$ cat src/hw/rtl/kfifo_pkg.sv
// Shared types and constants for the key event FIFO.
`default_nettype none

package kfifo_pkg;

  localparam int CMD_W = 2;
  localparam int KEY_W = 8;

  typedef enum logic [CMD_W-1:0] {
    CMD_PUSH  = 2'd0,
    CMD_CLICK = 2'd1,
    CMD_POP   = 2'd2
  } cmd_t;

  localparam logic [KEY_W-1:0] RELEASE_CODE = 8'h00;

endpackage

`default_nettype wire

$ cat src/hw/rtl/kfifo_ram.sv
// Generic single-write, single-read synchronous RAM with registered read data.
`default_nettype none

module kfifo_ram #(
  parameter int WIDTH = 8,
  parameter int DEPTH = 32,
  localparam int ADDR_W = $clog2(DEPTH)
) (
  input  wire logic              clk,
  input  wire logic              we,
  input  wire logic [ADDR_W-1:0] waddr,
  input  wire logic [WIDTH-1:0]  wdata,
  input  wire logic              re,
  input  wire logic [ADDR_W-1:0] raddr,
  output logic      [WIDTH-1:0]  rdata
);

  logic [WIDTH-1:0] mem [DEPTH];

  always_ff @(posedge clk) begin
    if (we) begin
      mem[waddr] <= wdata;
    end
    if (re) begin
      rdata <= mem[raddr];
    end
  end

endmodule

`default_nettype wire

$ cat src/hw/rtl/key_event_fifo.sv
// Top level of the key event FIFO: pointer control around a single RAM.
//
// The block queues 8-bit key-state codes in a ring buffer that holds up to
// DEPTH-1 codes, one slot always being left empty so that full and empty differ.
// Each request on the input channel carries a command and a key byte: a push
// stores the key, a click stores the key followed by a zero release code as
// one pair (it needs two free slots), and a pop returns the oldest code.
// Every request yields exactly one result on the output channel: ok is set
// when the operation succeeded, and key_out carries the popped code on a
// successful pop and zero otherwise. Requests that do not fit, and pops on
// an empty queue, leave the queue untouched and report ok low.
// A push or a failed request presents its result in the cycle after it is
// accepted; a successful pop passes the registered RAM read data and then the
// output register. A successful click writes the key and then the release code
// through the single RAM write port and takes no request until both are done.
// Pushes and failed requests may arrive every cycle while out_stall is low.
// While the output register holds a result that the receiver stalls, no new
// request is taken. Reset sets both pointers to zero, which empties the
// queue at once; the RAM contents are not cleared and need no sweep.
`default_nettype none

module key_event_fifo #(
  parameter int DEPTH = 32
) (
  input  wire logic                        clk,
  input  wire logic                        rst_n,
  input  wire logic                        in_valid,
  output logic                             in_stall,
  input  wire logic [kfifo_pkg::CMD_W-1:0] in_cmd,
  input  wire logic [kfifo_pkg::KEY_W-1:0] in_key_in,
  output logic                             out_valid,
  input  wire logic                        out_stall,
  output logic                             out_ok,
  output logic      [kfifo_pkg::KEY_W-1:0] out_key_out
);

  import kfifo_pkg::*;

  localparam int PTR_W = $clog2(DEPTH);
  localparam logic [PTR_W-1:0] LAST_SLOT = PTR_W'(DEPTH - 1);

  // The sequencer is idle, writing the release code of a click, or waiting
  // for the RAM to return the code of a pop.
  typedef enum logic [1:0] {
    ST_IDLE,
    ST_CLICK2,
    ST_POPRD
  } state_t;

  function automatic logic [PTR_W-1:0] ptr_next(input logic [PTR_W-1:0] p);
    return (p == LAST_SLOT) ? '0 : p + 1'b1;
  endfunction

  state_t           state_r, state_nxt;
  logic [PTR_W-1:0] wr_ptr_r, wr_ptr_nxt;
  logic [PTR_W-1:0] rd_ptr_r, rd_ptr_nxt;
  logic             out_valid_r, out_valid_nxt;
  logic             out_ok_r, out_ok_nxt;
  logic [KEY_W-1:0] out_key_r, out_key_nxt;

  logic             accept;
  logic [PTR_W-1:0] wr_n1, wr_n2, rd_n1;
  logic             ram_we, ram_re;
  logic [PTR_W-1:0] ram_waddr, ram_raddr;
  logic [KEY_W-1:0] ram_wdata, ram_rdata;

  // A request is taken only while idle and while the output register is
  // empty or is being emptied in this very cycle.
  assign in_stall = (state_r != ST_IDLE) || (out_valid_r && out_stall);
  assign accept   = in_valid && !in_stall;

  assign wr_n1 = ptr_next(wr_ptr_r);
  assign wr_n2 = ptr_next(wr_n1);
  assign rd_n1 = ptr_next(rd_ptr_r);

  always_comb begin
    state_nxt     = state_r;
    wr_ptr_nxt    = wr_ptr_r;
    rd_ptr_nxt    = rd_ptr_r;
    out_valid_nxt = out_valid_r && out_stall;
    out_ok_nxt    = out_ok_r;
    out_key_nxt   = out_key_r;
    ram_we        = 1'b0;
    ram_waddr     = wr_n1;
    ram_wdata     = in_key_in;
    ram_re        = 1'b0;
    ram_raddr     = rd_n1;

    case (state_r)
      ST_IDLE: begin
        if (accept) begin
          // Every outcome except a successful pop is known at once.
          out_valid_nxt = 1'b1;
          out_ok_nxt    = 1'b0;
          out_key_nxt   = '0;
          case (in_cmd)
            CMD_PUSH: begin
              if (wr_n1 != rd_ptr_r) begin
                ram_we     = 1'b1;
                wr_ptr_nxt = wr_n1;
                out_ok_nxt = 1'b1;
              end
            end
            CMD_CLICK: begin
              if ((wr_n1 != rd_ptr_r) && (wr_n2 != rd_ptr_r)) begin
                ram_we     = 1'b1;
                wr_ptr_nxt = wr_n2;
                out_ok_nxt = 1'b1;
                state_nxt  = ST_CLICK2;
              end
            end
            CMD_POP: begin
              if (wr_ptr_r != rd_ptr_r) begin
                ram_re        = 1'b1;
                rd_ptr_nxt    = rd_n1;
                out_valid_nxt = 1'b0;
                state_nxt     = ST_POPRD;
              end
            end
            default: begin
            end
          endcase
        end
      end
      ST_CLICK2: begin
        // The write pointer already names the release slot.
        ram_we    = 1'b1;
        ram_waddr = wr_ptr_r;
        ram_wdata = RELEASE_CODE;
        state_nxt = ST_IDLE;
      end
      ST_POPRD: begin
        out_valid_nxt = 1'b1;
        out_ok_nxt    = 1'b1;
        out_key_nxt   = ram_rdata;
        state_nxt     = ST_IDLE;
      end
      default: begin
        state_nxt = ST_IDLE;
      end
    endcase
  end

  always_ff @(posedge clk) begin
    if (!rst_n) begin
      state_r     <= ST_IDLE;
      wr_ptr_r    <= '0;
      rd_ptr_r    <= '0;
      out_valid_r <= 1'b0;
    end else begin
      state_r     <= state_nxt;
      wr_ptr_r    <= wr_ptr_nxt;
      rd_ptr_r    <= rd_ptr_nxt;
      out_valid_r <= out_valid_nxt;
    end
    out_ok_r  <= out_ok_nxt;
    out_key_r <= out_key_nxt;
  end

  kfifo_ram #(
    .WIDTH(KEY_W),
    .DEPTH(DEPTH)
  ) u_store (
    .clk  (clk),
    .we   (ram_we),
    .waddr(ram_waddr),
    .wdata(ram_wdata),
    .re   (ram_re),
    .raddr(ram_raddr),
    .rdata(ram_rdata)
  );

  assign out_valid   = out_valid_r;
  assign out_ok      = out_ok_r;
  assign out_key_out = out_key_r;

  // The output register is always free when pop data comes back.
  a_poprd_slot_free: assert property (@(posedge clk) disable iff (!rst_n)
    (state_r == ST_POPRD) |-> !out_valid_r)
    else $error("pop data returned while a result was still pending");

  // Pointers never leave the ring, also for depths that are not powers of two.
  a_ptr_range: assert property (@(posedge clk) disable iff (!rst_n)
    (wr_ptr_r <= LAST_SLOT) && (rd_ptr_r <= LAST_SLOT))
    else $error("FIFO pointer out of range");

  // A pop on a non-empty queue always goes on to fetch its data.
  a_pop_issue: assert property (@(posedge clk) disable iff (!rst_n)
    (accept && (in_cmd == CMD_POP) && (wr_ptr_r != rd_ptr_r))
      |=> (state_r == ST_POPRD) && !out_valid_r)
    else $error("successful pop did not start a read");

  // The second half of a click writes the RAM and returns to idle in the next cycle.
  a_click2_write: assert property (@(posedge clk) disable iff (!rst_n)
    (state_r == ST_CLICK2) |-> ram_we ##1 (state_r == ST_IDLE))
    else $error("release code write misbehaved");

  // A successful push or click never makes the queue look empty.
  a_not_empty_after_write: assert property (@(posedge clk) disable iff (!rst_n)
    (ram_we && (state_r == ST_IDLE)) |=> (wr_ptr_r != rd_ptr_r))
    else $error("write left the queue empty");

endmodule

`default_nettype wire
$ cat config.mk
export PLATFORM = sky130hd
export DESIGN_NAME = key_event_fifo
export DESIGN_NICKNAME = d
export VERILOG_FILES = /design/src/hw/rtl/kfifo_pkg.sv /design/src/hw/rtl/kfifo_ram.sv /design/src/hw/rtl/key_event_fifo.sv
export SDC_FILE = /design/constraint.sdc
export NUM_CORES = 1
export LEC_CHECK = 0
export ABC_AREA = 1
export ABC_CLOCK_PERIOD_IN_PS = 3550
export BUFFER_PORTS_ARGS = -buffer_cell sky130_fd_sc_hd__buf_2
export CAP_MARGIN = 20
export CORE_ASPECT_RATIO = 1.25
export CORE_MARGIN = 2
export CORE_UTILIZATION = 45
export DETAILED_ROUTE_END_ITERATION = 8
export GPL_TIMING_DRIVEN = 0
export PLACE_DENSITY = 0.67
export SLEW_MARGIN = 15
export SYNTH_ARGS = -nofsm -noshare
export SYNTH_HDL_FRONTEND = slang
export SYNTH_HIERARCHICAL = 1
export SYNTH_SLANG_ARGS = --single-unit
$ cat constraint.sdc
create_clock -name clk -period 3.55 [get_ports clk]
set_input_delay 0.71 -clock clk [delete_from_list [all_inputs] [get_ports clk]]
set_output_delay 0.71 -clock clk [all_outputs]
set_load 0.05 [all_outputs]
* After elaboration in Yosys (flattened, before gate mapping)
Memory sizes are Yosys's and may differ from the RTL's. A register that Yosys moved wholly into a read port is not among the register bits.
Index checks and enable logic that the tools add are counted.
** Cells by class
- Reduce and logical (&&, ||, !) cells :: 16
- Multiplexer cells :: 30
- $mul :: 0
- Bitwise gates (word level) :: 0
- Magnitude comparators :: 0
- Equality and inequality tests :: 14
- Add/sub/neg operators :: 3
- Shift-type cells :: 0
- Divide/modulo/power cells :: 0
** Operators with widths (count)
- 5-bit 2-to-1 mux :: 6
- 8-bit 2-to-1 mux :: 2
- 8-bit case mux with 2 select lines :: 1
- 5-bit by 1-bit adder with 5-bit output, second input constant :: 3
- 5-bit equality test, second input constant :: 3
- 5-bit != test :: 3
- 1-bit 2-to-1 mux :: 13
- 5-bit case mux with 2 select lines :: 1
- 2-bit != test, second input constant :: 4
- 1-bit case mux with 2 select lines :: 4
- 4-bit AND reduction :: 2
- 2-bit nonzero test :: 4
- 5-bit AND reduction :: 1
- 2-bit by 1-bit equality test with 1-bit output, second input constant :: 2
- 2-bit equality test, second input constant :: 2
- 2-bit zero test :: 2
- 2-bit 2-to-1 mux :: 2
- 2-bit case mux with 2 select lines :: 1
- 2-bit AND reduction :: 2
- 1-bit logical AND :: 3
- 1-bit zero test :: 1
- 1-bit logical OR :: 1
** Storage, ports and cells
- Register bits :: 22
- Output and inout port bits :: 11
- Bits in latches :: 0
- Bits of input ports :: 14
- Logic and storage cells :: 70
- Memories kept :: 1
- Bits in writable memories :: 256
- Bits in read-only memories :: 0
** Memories
- u_store.mem :: words 32, bits a word 8, read ports 1, clocked after Yosys merged registers in 1, write ports 1, RTL line kfifo_ram.sv:18 : logic [WIDTH-1:0] mem [DEPTH];

* Depth between registers and ports, before layout
Gate-level depths: netlist of run 1.
- Depth after elaboration :: 12
- Mapped depth :: 23
- Depth with buffers taken out :: 22

* By module
Netlist of run 1, hierarchy kept.
** Modules (own cells, without submodules)
- kfifo_ram :: times used 1, cells an instance 922, sequential area each 7927.6 um2, area each 10867.9 um2
- key_event_fifo :: times used 1, cells an instance 245, sequential area each 530.5 um2, area each 1595.3 um2

* Worst setup path before layout of run 1
OpenSTA, ideal clock, no wires.
- Path type :: register to register
- From :: register wr_ptr_r[0]
- To :: memory u_store.mem[11][0], enable pin
- Cell stages (with the launch flop) :: 22
- Path slack :: 0.074 ns
- Clock period less this slack :: 3.476 ns
- Data required time :: 3.180 ns
- Arrival :: 3.106 ns
- Library setup time :: 0.370 ns
- Buffers on the path :: 1
- Cells stage by stage :: dfxtp_1 > ha_1 > nand2_2 > nor2_1 > ha_1 > inv_1 > nand2_1 > nor2_2 > nand2_1 > nor2_1 > ha_1 > xnor2_1 > nand3_1 > nor2_1 > nand2_1 > nor2_4 > nand4_2 > nand3_2 > buf_6 > nand2_1 > nand3_1 > nor2_1
** On the way
- Word-level cells in the longest chain between the ends :: 12
- Elaborated cells on any way between the ends :: 17
- Those cells by class :: 2 x add/sub; 4 x eq/ne; 10 x mux; 1 x reduce/logical
** Ends and longest elaborated chain
- start, declared :: RTL line key_event_fifo.sv:55 : logic [PTR_W-1:0] wr_ptr_r, wr_ptr_nxt;
- start signal, assigned :: RTL line key_event_fifo.sv:152 : wr_ptr_r <= wr_ptr_nxt;
- 5-bit by 1-bit adder with 5-bit output / 5-bit equality test (equally long branches) :: RTL line key_event_fifo.sv:51 : return (p == LAST_SLOT) ? '0 : p + 1'b1;
- 5-bit 2-to-1 mux (*) :: RTL line key_event_fifo.sv:51
- 5-bit by 1-bit adder with 5-bit output / 5-bit equality test (equally long branches) :: RTL line key_event_fifo.sv:51
- 5-bit 2-to-1 mux :: RTL line key_event_fifo.sv:51
- 5-bit != test :: RTL line key_event_fifo.sv:105 : if ((wr_n1 != rd_ptr_r) && (wr_n2 != rd_ptr_r)) begin
- 1-bit logical AND :: RTL line key_event_fifo.sv:105
- 1-bit 2-to-1 mux :: RTL line key_event_fifo.sv:105
- 1-bit case mux with 2 select lines (*) :: RTL line key_event_fifo.sv:96 : case (in_cmd)
- 1-bit 2-to-1 mux (*) :: RTL line key_event_fifo.sv:91 : if (accept) begin
- 1-bit case mux with 2 select lines (*) :: RTL line key_event_fifo.sv:89 : case (state_r)
- net ram_we :: RTL line key_event_fifo.sv:63 : logic ram_we, ram_re;
- 1-bit 2-to-1 mux (*) :: RTL line kfifo_ram.sv:21 : if (we) begin
- 1-bit 2-to-1 mux (implied by the code) (*) :: RTL line kfifo_ram.sv:22 : mem[waddr] <= wdata;
- end, declared :: RTL line kfifo_ram.sv:18
The timed path passes the listed nets; every way through them passes the cells marked *.

* Final worst setup path of run 1
- From :: register wr_ptr_r[1]
- To :: memory u_store.mem[28][1], enable pin
The elaborated chain is that of the path after synthesis.

==> results of run 1 <==
==> area by class of cell <==
class / count / area share (%)
Inverter: 55 / 1.40
Timing Repair Buffer: 63 / 4.82
Sequential cell: 286 / 56.8
Clock buffer: 34 / 4.84
Tap cell: 350 / 2.94
Multi-Input combinational cell: 769 / 25.0
Buffer: 57 / 2.98
Clock inverter: 15 / 1.21
==> through the flow <==
stage	util (%)	power [mW]	cell area [µm²]	setup WS [ps]	cells
3_3_place_gp	47.5	5.05	13000	-868	1540
5_1_grt	54.4	8.41	14900	-2.45	1629
3_5_place_dp	48.4	5.11	13300	-936	1548
4_1_cts	54.1	8.11	14800	2.48	1622
6_report	54.4	8.12	14900	148	1629
2_1_floorplan	-	4.67	12500	74.2	1167
==> critical path: cells and delay by family (launching register included) <==
kind	cells	cell delay, ps
XOR/XNOR	1	140
flip-flops	1	360
AND/OR/NAND/NOR	15	1390
buffers and inverters	4	560
adder cells (fa/ha/maj)	3	620
==> power by group through the flow <==
stage	logic, mW	registers, mW	clock network [mW]
2_1_floorplan	0.736	3.94	0
6_report	1.36	3.82	2.94
4_1_cts	1.31	3.83	2.98
3_3_place_gp	1.15	3.90	0
5_1_grt	1.47	3.83	3.11
3_5_place_dp	1.21	3.90	0
==> synthesized netlist by cell type <==
library cell,n
a211oi_1,1
a21oi_1,8
a31oi_1,1
buf_1,2
buf_2,16
buf_4,5
buf_6,25
clkbuf_1,9
dfxtp_1,13
edfxtp_1,273
ha_1,6
inv_1,51
inv_2,4
nand2_1,422
nand2_2,5
nand3_1,214
nand3_2,2
nand3b_1,1
nand4_1,5
nand4_2,1
nor2_1,75
nor2_2,5
nor2_4,3
nor4_1,2
o21ai_0,12
xnor2_1,2
xor2_1,4
==> registers in the layout, indices dropped and copies added (netlist names) <==
signal,cells
out_key_out,8
out_ok,1
out_valid,1
rd_ptr_r,5
state_r,2
u_store/mem,256
u_store/rdata,8
wr_ptr_r,5
==> placed cells by master (no fill, tap or decap), drive strengths merged <==
| cell type | netlist | final |
|---|---|---|
| a211oi | 1 | 1 |
| a21oi | 8 | 8 |
| a31oi | 1 | 1 |
| buf | 48 | 111 |
| bufinv | 0 | 4 |
| clkbuf | 9 | 43 |
| clkinv | 0 | 9 |
| clkinvlp | 0 | 1 |
| dfxtp | 13 | 13 |
| edfxtp | 273 | 273 |
| ha | 6 | 6 |
| inv | 55 | 56 |
| nand2 | 427 | 427 |
| nand3 | 216 | 216 |
| nand3b | 1 | 1 |
| nand4 | 6 | 6 |
| nor2 | 83 | 83 |
| nor4 | 2 | 2 |
| o21ai | 12 | 12 |
| xnor2 | 2 | 2 |
| xor2 | 4 | 4 |
==> cell families (layout without fill, tap and decap cells) <==
logic type                 Yosys count  in the layout  synth area share (%)
buffers and inverters              112            224                  5.19
adders and majority gates            6              6                 0.602
xor gates and xnor gates             6              6                 0.422
and+or+nand+nor                    735            735                  25.0
DFF                                286            286                  67.9
AOI/OAI and AO/OA                   22             22                 0.914
==> timing repair <==
action | CTS | global route
resized for setup | 80 | 10
setup buffers | 25 | 7
endpoints found under the setup margin | 256 | 256
pin swaps | 21 | 4
cloned | 0 | 0
==> per-layer routing <==
metal	track usage, %	vias to the layer above
li1	-	4167
met1	27.4	4282
met2	40.2	381
met3	3.71	104
met4	11.1	0
met5	0	-
==> worst max path at each step <==
stage	from	to	slack [ps]	cells after the start
after floorplan	wr_ptr_r[0]	u_store/mem[11][0]	70	21
after global placement	wr_ptr_r[0]	u_store/mem[7][6]	-870	21
after detailed placement	wr_ptr_r[0]	u_store/mem[3][0]	-940	21
after CTS	wr_ptr_r[0]	u_store/mem[28][0]	2	23
after global routing	wr_ptr_r[1]	u_store/mem[28][7]	-2	23
final	wr_ptr_r[1]	u_store/mem[28][1]	150	23
==> summary.md, run 1 <==
| Metric | Value |
|---|---|
| Cell repeated most along the worst path | `nor2_4` |
| Storage element area | `~8500 µm²` |
| CTS Sinks | `roughly 290` |
| Status | `complete, no violations` |
| PwrDens | `about 540 nW/µm²` |
| Via-to-Cell Ratio | `5.48` |
| Post-synth top area share | `65.8%` |
| Yosys reg bits | `286` |
| # DRC | `0` |
| Full die area | `29100 µm²` |
| Clock power frac | `36.2%` |
| Post-synth net total | `roughly 1200` |
| Wire per inst | `20.4 µm` |
| RR Endpoint | `u_store/mem[28][1]` |
| Max-slew violations | `0` |
| Multi-input logic area | `3730 µm²` |
| Global-route wire length before repair | `50.6 mm` |
| Final Hold Slack | `453 ps` |
| # fillers | `2210` |
| Starting Density | `between 40% and 50%` |
| Max FO, Critical Path | `8` |
| Vias | `approximately 8900` |
| Top Ports | `25` |
| R2R Setup Slk | `150 ps` |
| Min cycle time layout | `3400 ps` |
| Layout area overhead | `19.7%` |
| R2r startpoint | `wr_ptr_r[1]` |
| Max Root-Sink Buffers | `3` |
| Reg power frac | `a little under half` |
| Worst min path class | `reg -> reg` |
| Wire length on met1 | `12.5 mm` |
| Pre-antenna DRT Iters | `5` |
| Routed wire length | `33.2 mm` |
| Tot GR Track Use | `22.8%` |
| Final Skew | `16.7 ps` |
| Post-synthesis instance area | `12500 µm²` |
| Synth area leader | `edfxtp_1` |
| Synth unique cells | `27` |
| Post-Syn Area per Cell | `10.7 µm²` |
| Least-Margin Pin Slew | `1030 ps` |
| Number of global-route vias before repair | `8785` |
| Setup TNS | `0 ps` |
| Tcrit/Tclk final | `between 90% and 100%` |
| Slowest stage cell, crit path | `dfxtp_4` |
| NumNets Final | `between 1000 and 1500` |
| Sw Pwr | `2.19 mW` |
| CTS clock-pin slew for the worst setup and hold paths | `approximately 70 ps` |
| Critical Path RT | `3760 ps` |
| Ant diodes | `0` |
| Crit Path Class | `reg -> reg` |
| VDD IR max | `0.273 mV` |
| Total CTS buffers | `27` |
| Hold Path Cell Cnt | `1` |
| Initial DRC Count | `842` |
| Initial antenna violation count | `0` |
| Die height | `190 µm` |
| Ys Warns | `6` |
| Die W | `153 µm` |
| Worst EP arrival | `about 3600 ps` |
| Highest routed layer | `met4` |
| Switching Share | `roughly 27%` |
| Number of port buffers | `23` |
| Leak pwr | `5.69 nW` |
| Critical path endpoint category | `flop` |
| Metal3 WL | `2.24 mm` |
| Root Driver | `clkbuf_16` |
| RD Place Congestion | `about 0.92` |
| WL met2 | `~17 mm` |
| Final ANT Viol Nets | `0` |
| Worst-skew pair later-pin latency | `540 ps` |
| Int Pwr | `5.93 mW` |
| Synth top area cells | `edfxtp_1 66%, nand2_1 13%, nand3_1 8.6%, buf_6 2.3%, nor2_1 2.3%` |
| Setup violators final | `0` |
| Final hold vios | `0` |
| H-Tree Depth | `1` |
| Maxcap violations | `0` |
| Num rows | `68` |
| Max_slew headroom | `31.0%` |
| Cell Chain, Critical Path | `ha_4 -> nand2_4 -> nor2_2 -> ha_2 -> inv_4 -> nand2_2 -> nor2_4 -> nand2_1 -> nor2_1 -> ha_1 -> xnor2_1 -> nand3_1 -> nor2_1 -> nand2_1 -> nor2_4 -> nand4_2 -> nand3_2 -> buf_8 -> nand2_8 -> nand3b_1 -> buf_4 -> buf_12 -> nor2_4` |
| Share of cells above drive strength 1 | `17.7%` |
| Comb pwr share | `around 17%` |
| Reg2reg path depth | `23` |
| Dpl hpwl | `22.6 mm` |
| Hold Crit Start | `state_r[0]` |
| Fmax achieved | `just under 0.3 GHz` |
| Synth Instances | `~1200` |
| GR Overflow Total | `0` |
| Delay of the slowest critical-path stage | `~360 ps` |
| Hold_buf cts | `0` |
| CP startpoint kind | `flop` |
| Register area share after synthesis | `67.9%` |
| Largest net degree at the start of global routing | `33` |
| Hold Path Sink | `state_r[1]` |
| CTS tree | `done` |
| Core area | `27400 µm²` |
No activity file was read; power rests on OpenSTA's default activity.
==> run 2, diff against run 1 <==
- ABC_AREA: 1 -> unset
==> run 2 against run 1 <==
  * The run now ends with setup timing left
  * Setup slack lost 440 ps
  * Critical path type unchanged
  * First-iteration DRC count shrank 38%
  * Non-clock buffer count shrank 22
  * Final cell count decreased by 35%
  * Highest routed layer unchanged
  * Sequential cell count did not move
  * Design area decreased by 4.7%
  * Die area is 5.2% lower
  * Wire length shrank 24%
  * Synthesized cell count shrank 49%
  * Maximum frequency shrank 11%
==> summary.md, run 2 <==
| Metric | Value |
|---|---|
| # fillers | `1947 (was 2210)` |
| Most common cell after layout, fill and taps aside | `edfxtp_1 (was nand2_1)` |
| Number of port buffers | `24 (was 23)` |
| Worst EP arrival | `4090 ps (was 3620 ps)` |
| Max Root-Sink Buffers | `3 (unchanged)` |
| Most used DFF post-synth | `edfxtp_1 (unchanged)` |
| Final ANT Viol Nets | `0 (unchanged)` |
| Final core occ | `54.8% (was 54.4%)` |
| Yosys reg bits | `286 (unchanged)` |
| Crit Path Class | `reg -> reg (unchanged)` |
| Share of cells above drive strength 1 | `39.7% (was 17.7%)` |
| Num rows | `66 (was 68)` |
| Design area | `14200 µm² (was 14900 µm²)` |
| Failing checks | `setup timing` |
| Fmax achieved | `0.260 GHz (was 0.294 GHz)` |
| Synth top area cells | `edfxtp_1 69%, mux4_2 15%, dfxtp_1 2.2%, nor2_1 1.5%, mux2_2 1.0% (was edfxtp_1 66%, nand2_1 13%, nand3_1 8.6%, buf_6 2.3%, nor2_1 2.3%)` |
| RSZ-0062 raised after global routing | `yes` |
| Final Power | `6.82 mW (was 8.12 mW)` |
| CTS clock-pin slew for the worst setup and hold paths | `60 ps (was 70 ps)` |
| Leak pwr | `4.55 nW (was 5.69 nW)` |
| Most frequent cells in the layout | `273 x edfxtp_1, 80 x mux4_2, 35 x nor2_4 (was 418 x nand2_1, 273 x edfxtp_1, 212 x nand3_1)` |
| Critical Path RT | `3800 ps (was 3760 ps)` |
| Root Driver | `clkbuf_16 (unchanged)` |
| Core area | `25900 µm² (was 27400 µm²)` |
| VDD IR max | `0.387 mV (was 0.273 mV)` |
| Final hold vios | `0 (unchanged)` |
| RD Place Congestion | `0.869 (was 0.922)` |
| Starting Density | `45.5% (about the same)` |
| Synth area leader | `edfxtp_1 (unchanged)` |
| Register area share after synthesis | `71.7% (was 67.9%)` |
| Vias | `6043 (was 8934)` |
| Initial antenna violation count | `0 (unchanged)` |
| Full die area | `27500 µm² (was 29100 µm²)` |
| Ant diodes | `0 (unchanged)` |
| Max FO, Critical Path | `8 (unchanged)` |
| Max reg flops | `256 (unchanged)` |
| Sw Pwr | `1.41 mW (was 2.19 mW)` |
| Clock power frac | `39.5% (was 36.2%)` |
| GR Overflow Total | `0 (unchanged)` |
| Post-synthesis instance area | `11800 µm² (was 12500 µm²)` |
| Routed wire length | `25.2 mm (was 33.2 mm)` |
| H-Tree Depth | `1 (unchanged)` |
| PwrDens | `480 nW/µm² (was 545 nW/µm²)` |
| Worst min path class | `in -> reg (was reg -> reg)` |
| Die W | `149 µm (was 153 µm)` |
| Setup TNS | `-41100 ps (was 0 ps)` |
| Die height | `185 µm (was 190 µm)` |
| Dpl hpwl | `16.6 mm (was 22.6 mm)` |
| Post-Syn Area per Cell | `19.6 µm² (was 10.7 µm²)` |
| NumNets Final | `717 (was 1279)` |
| # DRC | `0 (unchanged)` |
| Int Pwr | `5.41 mW (was 5.93 mW)` |
| Cell Area, Placed | `12500 µm² (was 13300 µm²)` |
| Asr flop ratio synth | `0% (unchanged)` |
| Max_slew headroom | `41.8% (was 31.0%)` |
| Ys Warns | `6 (unchanged)` |
| CTS Sinks | `286 (unchanged)` |
| Largest net degree at the start of global routing | `33 (unchanged)` |
| Global-route wire length before repair | `38.8 mm (was 50.6 mm)` |
| Max-slew violations | `0 (unchanged)` |
| Wire per inst | `23.9 µm (was 20.4 µm)` |
| CTS tree | `done (unchanged)` |
| Setup violators final | `256 (was 0)` |
| Critical path endpoint category | `flop (unchanged)` |
| Post-synth EDFFs | `273 (unchanged)` |
| Dominant cell by count in the synthesized netlist | `edfxtp_1 (was nand2_1)` |
| Final Skew | `16.2 ps (was 16.7 ps)` |
| Least-Margin Pin Slew | `849 ps (was 1030 ps)` |
| Total CTS buffers | `26 (was 27)` |
| Comb pwr share | `5.6% (was 16.8%)` |
| Tcrit/Tclk final | `108% (was 95.8%)` |
| Number of global-route vias before repair | `6416 (was 8785)` |
| Maxcap violations | `0 (unchanged)` |
| Reg power frac | `54.9% (was 47.1%)` |
| Pre-antenna DRT Iters | `5 (unchanged)` |
| Most flop-heavy register | `u_store/mem (unchanged)` |
| Switching Share | `20.7% (was 26.9%)` |
| Via-to-Cell Ratio | `5.72 (was 5.48)` |
| Top Ports | `25 (unchanged)` |
| Synth Instances | `601 (was 1167)` |
| Layout area overhead | `20.4% (was 19.7%)` |
| Tot GR Track Use | `19.2% (was 22.8%)` |
| CP startpoint kind | `flop (unchanged)` |
| Worst-skew pair later-pin latency | `540 ps (about the same)` |
| Min cycle time layout | `3840 ps (was 3400 ps)` |
| Post-synth top area share | `69.5% (was 65.8%)` |
| Synth cell count leaders | `273 x edfxtp_1, 80 x mux4_2, 47 x nor2_1, 21 x nand2_1, 16 x and2_1 (was 422 x nand2_1, 273 x edfxtp_1, 214 x nand3_1, 75 x nor2_1, 51 x inv_1)` |
| Initial DRC Count | `522 (was 842)` |
| Crit path setup slack, layout | `-294 ps (was 148 ps)` |
| Status | `finished, violations left (was complete, no violations)` |
| Synth unique cells | `56 (was 27)` |
| Post-synth net total | `621 (was 1187)` |
[run 2: cell count changes in the layout (fill, tap and decap cells not counted), sizes merged, moves of 11 or more]
cell   previous run  this run
buf             111        88
nand2           427        21
inv              56         7
mux2              0        12
and2              0        16
mux4              0        80
mux2i             0        11
nand3           216         9
nor2             83        48
[run 2: power by group through the flow]
stage / combinational (mW) / clock, mW / sequential [mW]
2_1_floorplan: 0.200 / 0 / 3.84
3_3_place_gp: 0.324 / 0 / 3.82
3_5_place_dp: 0.337 / 0 / 3.82
4_1_cts: 0.376 / 2.75 / 3.75
5_1_grt: 0.409 / 2.88 / 3.75
6_report: 0.380 / 2.69 / 3.74
[run 2: cells by family after synthesis]
| kind of cell | count (synthesis) | synth area share [%] |
|---|---|---|
| flip-flops | 286 | 71.7 |
| AND/OR/NAND/NOR | 129 | 5.66 |
| multiplexers | 103 | 17.5 |
| buffers and inverters | 37 | 1.83 |
| AO/OA/AOI/OAI | 24 | 1.44 |
| XOR/XNOR | 16 | 1.25 |
| adder cells (fa/ha/maj) | 6 | 0.636 |
[run 2: worst paths after layout]
path	to	slack [ps]	start	depth (start not counted)
setup / recovery	u_store/mem[16][4]	-290	wr_ptr_r[1]	17
hold reg to reg	out_key_out[0]	520	u_store/rdata[0]	1
hold / removal	state_r[1]	460	in_cmd[0]	2
setup reg to reg	u_store/mem[16][4]	-290	wr_ptr_r[1]	17
[run 2: what timing repair did]
item | CTS | global route
pin swaps | 36 | 21
gates cloned | 0 | 1
setup endpoints to repair | 264 | 256
buffers inserted | 37 | 5
hold buffers | 0 | 0
gates resized for setup | 59 | 5
[run 2: worst max-delay path, cell delays in order, from the launching register on]
cell	delay, ps
dfxtp_4	350
ha_4	150
and3_4	150
ha_4	160
clkbuf_16	140
nor2_4	80
nand2_2	70
nor2_4	140
ha_4	160
and2b_2	210
mux2_4	250
o211ai_1	190
nor4_2	70
a2111o_1	450
nand2_4	90
or3b_4	530
nor2_4	180
buf_12	140
[run 2: final cells by class]
cell class / count / area (µm²) / area share [%]
Sequential cell: 286 / 8460 / 59.6
Multi-Input combinational cell: 278 / 3460 / 24.4
Timing Repair Buffer: 70 / 801 / 5.64
Clock buffer: 31 / 691 / 4.86
Tap cell: 340 / 425 / 2.99
Buffer: 28 / 201 / 1.42
Clock inverter: 17 / 138 / 0.969
Inverter: 7 / 26.3 / 0.185
[run 2: metrics by stage]
step / hold WS, ps / setup WS (ps) / instances
4_1_cts: 444 / -539 / 1051
5_1_grt: 456 / -445 / 1057
6_report: 458 / -294 / 1057
3_5_place_dp: 508 / -1110 / 967
3_3_place_gp: 508 / -1020 / 965
2_1_floorplan: 497 / -291 / 601
[run 2: layer usage]
layer / share of wire (%) / routed length [µm] / up-vias / global-route usage, %
met5: 0 / 0 / - / 0
met3: 6.4 / 1620 / 54 / 3.50
met2: 51 / 12900 / 248 / 33.4
met4: 3.8 / 952 / 0 / 7.39
met1: 39 / 9730 / 3116 / 24.0
li1: - / - / 2625 / -
==> run 3, diff against run 2 <==
- BUFFER_PORTS_ARGS: -buffer_cell sky130_fd_sc_hd__buf_2 -> unset
- DONT_BUFFER_PORTS: unset -> 1
- PLACE_DENSITY: 0.67 -> 0.66
==> run 3 against run 2 <==
  * The flow still finishes with violations (setup timing)
  * Maximum frequency fell by 4.1%
  * Wire length rose by 3.0%
  * Worst hold slack got worse by 220 ps
  * Non-clock buffer count fell by 22
  * Largest cell class unchanged
  * Sequential power barely moved
  * Critical endpoint is now u_store/mem[24][1]
  * Sequential cell count did not move
  * Clock skew fell by 6.5 ps
  * First-iteration DRC count fell by 22%
  * Highest routed layer unchanged
==> summary.md, run 3 (same netlist as run 2, synthesis figures left out) <==
| Metric | Value |
|---|---|
| Met2 usage | `34.3% (was 33.4%)` |
| Cell family with most CP delay | `simple AND/OR/NAND/NOR gates (unchanged)` |
| Full die area | `27500 µm² (unchanged)` |
| Least-Margin Pin Slew | `870 ps (was 849 ps)` |
| CP startpoint kind | `flop (unchanged)` |
| Max_slew headroom | `40.3% (was 41.8%)` |
| Core area | `25900 µm² (unchanged)` |
| R2R Setup Slk | `-460 ps (was -290 ps)` |
| R2r startpoint | `wr_ptr_r[1] (unchanged)` |
| Worst-skew pair later-pin latency | `540 ps (about the same)` |
| Fmax achieved | `0.249 GHz (was 0.260 GHz)` |
| Max-slew violations | `0 (unchanged)` |
| Ant diodes | `0 (unchanged)` |
| Layout area overhead | `20.1% (was 20.4%)` |
| Initial antenna violation count | `0 (unchanged)` |
| Non-Filler Instances | `1036 (was 1057)` |
| Max Root-Sink Buffers | `3 (unchanged)` |
| Hold Crit Start | `in_cmd[0] (unchanged)` |
| Final core occ | `54.7% (was 54.8%)` |
| Most common cell after layout, fill and taps aside | `edfxtp_1 (unchanged)` |
| Vias | `6005 (was 6043)` |
| Die W | `149 µm (unchanged)` |
| Share of cells above drive strength 1 | `38.4% (was 39.7%)` |
| Tcrit/Tclk final | `113% (was 108%)` |
| Critical path endpoint category | `flop (unchanged)` |
| Cell Chain, Critical Path | `ha_4 -> and3_4 -> ha_4 -> clkbuf_16 -> nor2_4 -> nand2_1 -> nor2_1 -> ha_2 -> and2b_2 -> mux2_4 -> o211ai_1 -> nor4_4 -> a2111o_1 -> nand2_4 -> or3b_4 -> nor2_4 (was ha_4 -> and3_4 -> ha_4 -> clkbuf_16 -> nor2_4 -> nand2_2 -> nor2_4 -> ha_4 -> and2b_2 -> mux2_4 -> o211ai_1 -> nor4_2 -> a2111o_1 -> nand2_4 -> or3b_4 -> nor2_4 -> buf_12)` |
| CTS Sinks | `286 (unchanged)` |
| RSZ-0062 raised after global routing | `yes (unchanged)` |
| Critical Path RT | `3760 ps (was 3800 ps)` |
| Worst min path class | `in -> reg (unchanged)` |
| Top Usage Layer GRT | `met2 (unchanged)` |
| Setup violators final | `256 (unchanged)` |
| Number of port buffers | `0 (was 24)` |
| Bufs and invs on worst path | `1 (was 2)` |
| Crit Path Class | `reg -> reg (unchanged)` |
| Delay of the slowest critical-path stage | `530 ps (about the same)` |
| Total CTS buffers | `27 (was 26)` |
| H-Tree Depth | `1 (unchanged)` |
| Largest net degree at the start of global routing | `33 (unchanged)` |
| Crit path setup slack, layout | `-459 ps (was -294 ps)` |
| Status | `finished, violations left (unchanged)` |
| Worst EP arrival | `4220 ps (was 4090 ps)` |
| GR Layer Usage met1 | `23.9% (was 24.0%)` |
| Num rows | `66 (unchanged)` |
| Number of global-route vias before repair | `6226 (was 6416)` |
| Pre-antenna DRT Iters | `4 (was 5)` |
| CTS clock-pin slew for the worst setup and hold paths | `70 ps (was 60 ps)` |
| Wire per inst | `25.1 µm (was 23.9 µm)` |
| VDD IR max | `0.328 mV (was 0.387 mV)` |
| Most frequent cells in the layout | `273 x edfxtp_1, 80 x mux4_2, 34 x nor2_4 (was 273 x edfxtp_1, 80 x mux4_2, 35 x nor2_4)` |
| Final hold vios | `0 (unchanged)` |
| Max FO, Critical Path | `8 (unchanged)` |
| Dpl hpwl | `16.9 mm (was 16.6 mm)` |
| Met3 GRT Util | `3.60% (was 3.50%)` |
| Starting Density | `45.5% (unchanged)` |
| Leak pwr | `4.50 nW (was 4.55 nW)` |
| PwrDens | `485 nW/µm² (was 480 nW/µm²)` |
| Global-route wire length before repair | `38.8 mm (about the same)` |
| Initial DRC Count | `405 (was 522)` |
| Design area | `14200 µm² (about the same)` |
| Tot GR Track Use | `19.3% (was 19.2%)` |
| Routed wire length | `26.0 mm (was 25.2 mm)` |
| Final ANT Viol Nets | `0 (unchanged)` |
| Failing checks | `setup timing (unchanged)` |
| Via-to-Cell Ratio | `5.80 (was 5.72)` |
| Final Skew | `9.67 ps (was 16.2 ps)` |
| Maxcap violations | `0 (unchanged)` |
| Final Power | `6.88 mW (was 6.82 mW)` |
| Multi-input logic area | `3460 µm² (about the same)` |
| Top Ports | `25 (unchanged)` |
| Root Driver | `clkbuf_16 (unchanged)` |
| Storage element area | `8460 µm² (unchanged)` |
| GR Overflow Total | `0 (unchanged)` |
| RD Place Congestion | `0.877 (was 0.869)` |
| Die height | `185 µm (unchanged)` |
| Min cycle time layout | `4010 ps (was 3840 ps)` |
| Max reg flops | `256 (unchanged)` |
| # DRC | `0 (unchanged)` |
| # fillers | `1950 (was 1947)` |
| CP startpoint | `wr_ptr_r[1] (unchanged)` |
| CTS tree | `done (unchanged)` |
| Placed cells | `943 (was 967)` |
| Most flop-heavy register | `u_store/mem (unchanged)` |
| NumNets Final | `696 (was 717)` |
| Cell Area, Placed | `12400 µm² (was 12500 µm²)` |
| Slowest stage cell, crit path | `or3b_4 (unchanged)` |
==> run 3: changes by cell type in the layout (fill, tap and decap cells not counted), moves of 2 or more <==
| cell | delta |
|---|---|
| clkinv_1 | -3 |
| buf_12 | +4 |
| buf_2 | -25 |
| clkinv_2 | +2 |
| clkinv_4 | +2 |
| inv_6 | +2 |
==> run 3: stage by stage <==
stage,TNS [ps],hold slack [ps],setup slack (ps)
after floorplan,-62840,497,-291
after global placement,-217200,506,-1050
after detailed placement,-236020,506,-1120
after CTS,-92120,229,-542
after global routing,-114400,241,-583
final,-82260,243,-459
==> run 3: power by group <==
group	internal [mW]	total [mW]	switching, mW
logic	0.124	0.335	0.211
registers	3.74	3.77	0.0363
clock network	1.55	2.77	1.22
==> run 3: per-layer routing <==
| layer | wire length (µm) | part of all wire [%] |
|---|---|---|
| met1 | 10000 | 39 |
| met4 | 870 | 3.3 |
| met2 | 13600 | 52 |
| met3 | 1450 | 5.6 |
| met5 | 0 | 0 |
==> run 3: repair_timing <==
action,in CTS,in global routing
setup buffers,43,2
pin swaps,33,18
hold buffers,0,0
endpoints found under the setup margin,264,264
resized for setup,57,5
==> run 3: cell type report <==
class | instances | area share, %
Tap cell | 340 | 3.00
Clock inverter | 19 | 1.16
Multi-Input combinational cell | 278 | 24.4
Sequential cell | 286 | 59.7
Buffer | 28 | 1.42
Timing Repair Buffer | 48 | 5.25
Inverter | 7 | 0.185
Clock buffer | 30 | 4.85
==> run 3: path summary, 6_finish.rpt <==
check	cells past startpoint	to
max	16	u_store/mem[24][1]
min	1	state_r[1]
max reg2reg	16	u_store/mem[24][1]
min reg2reg	1	out_key_out[7]
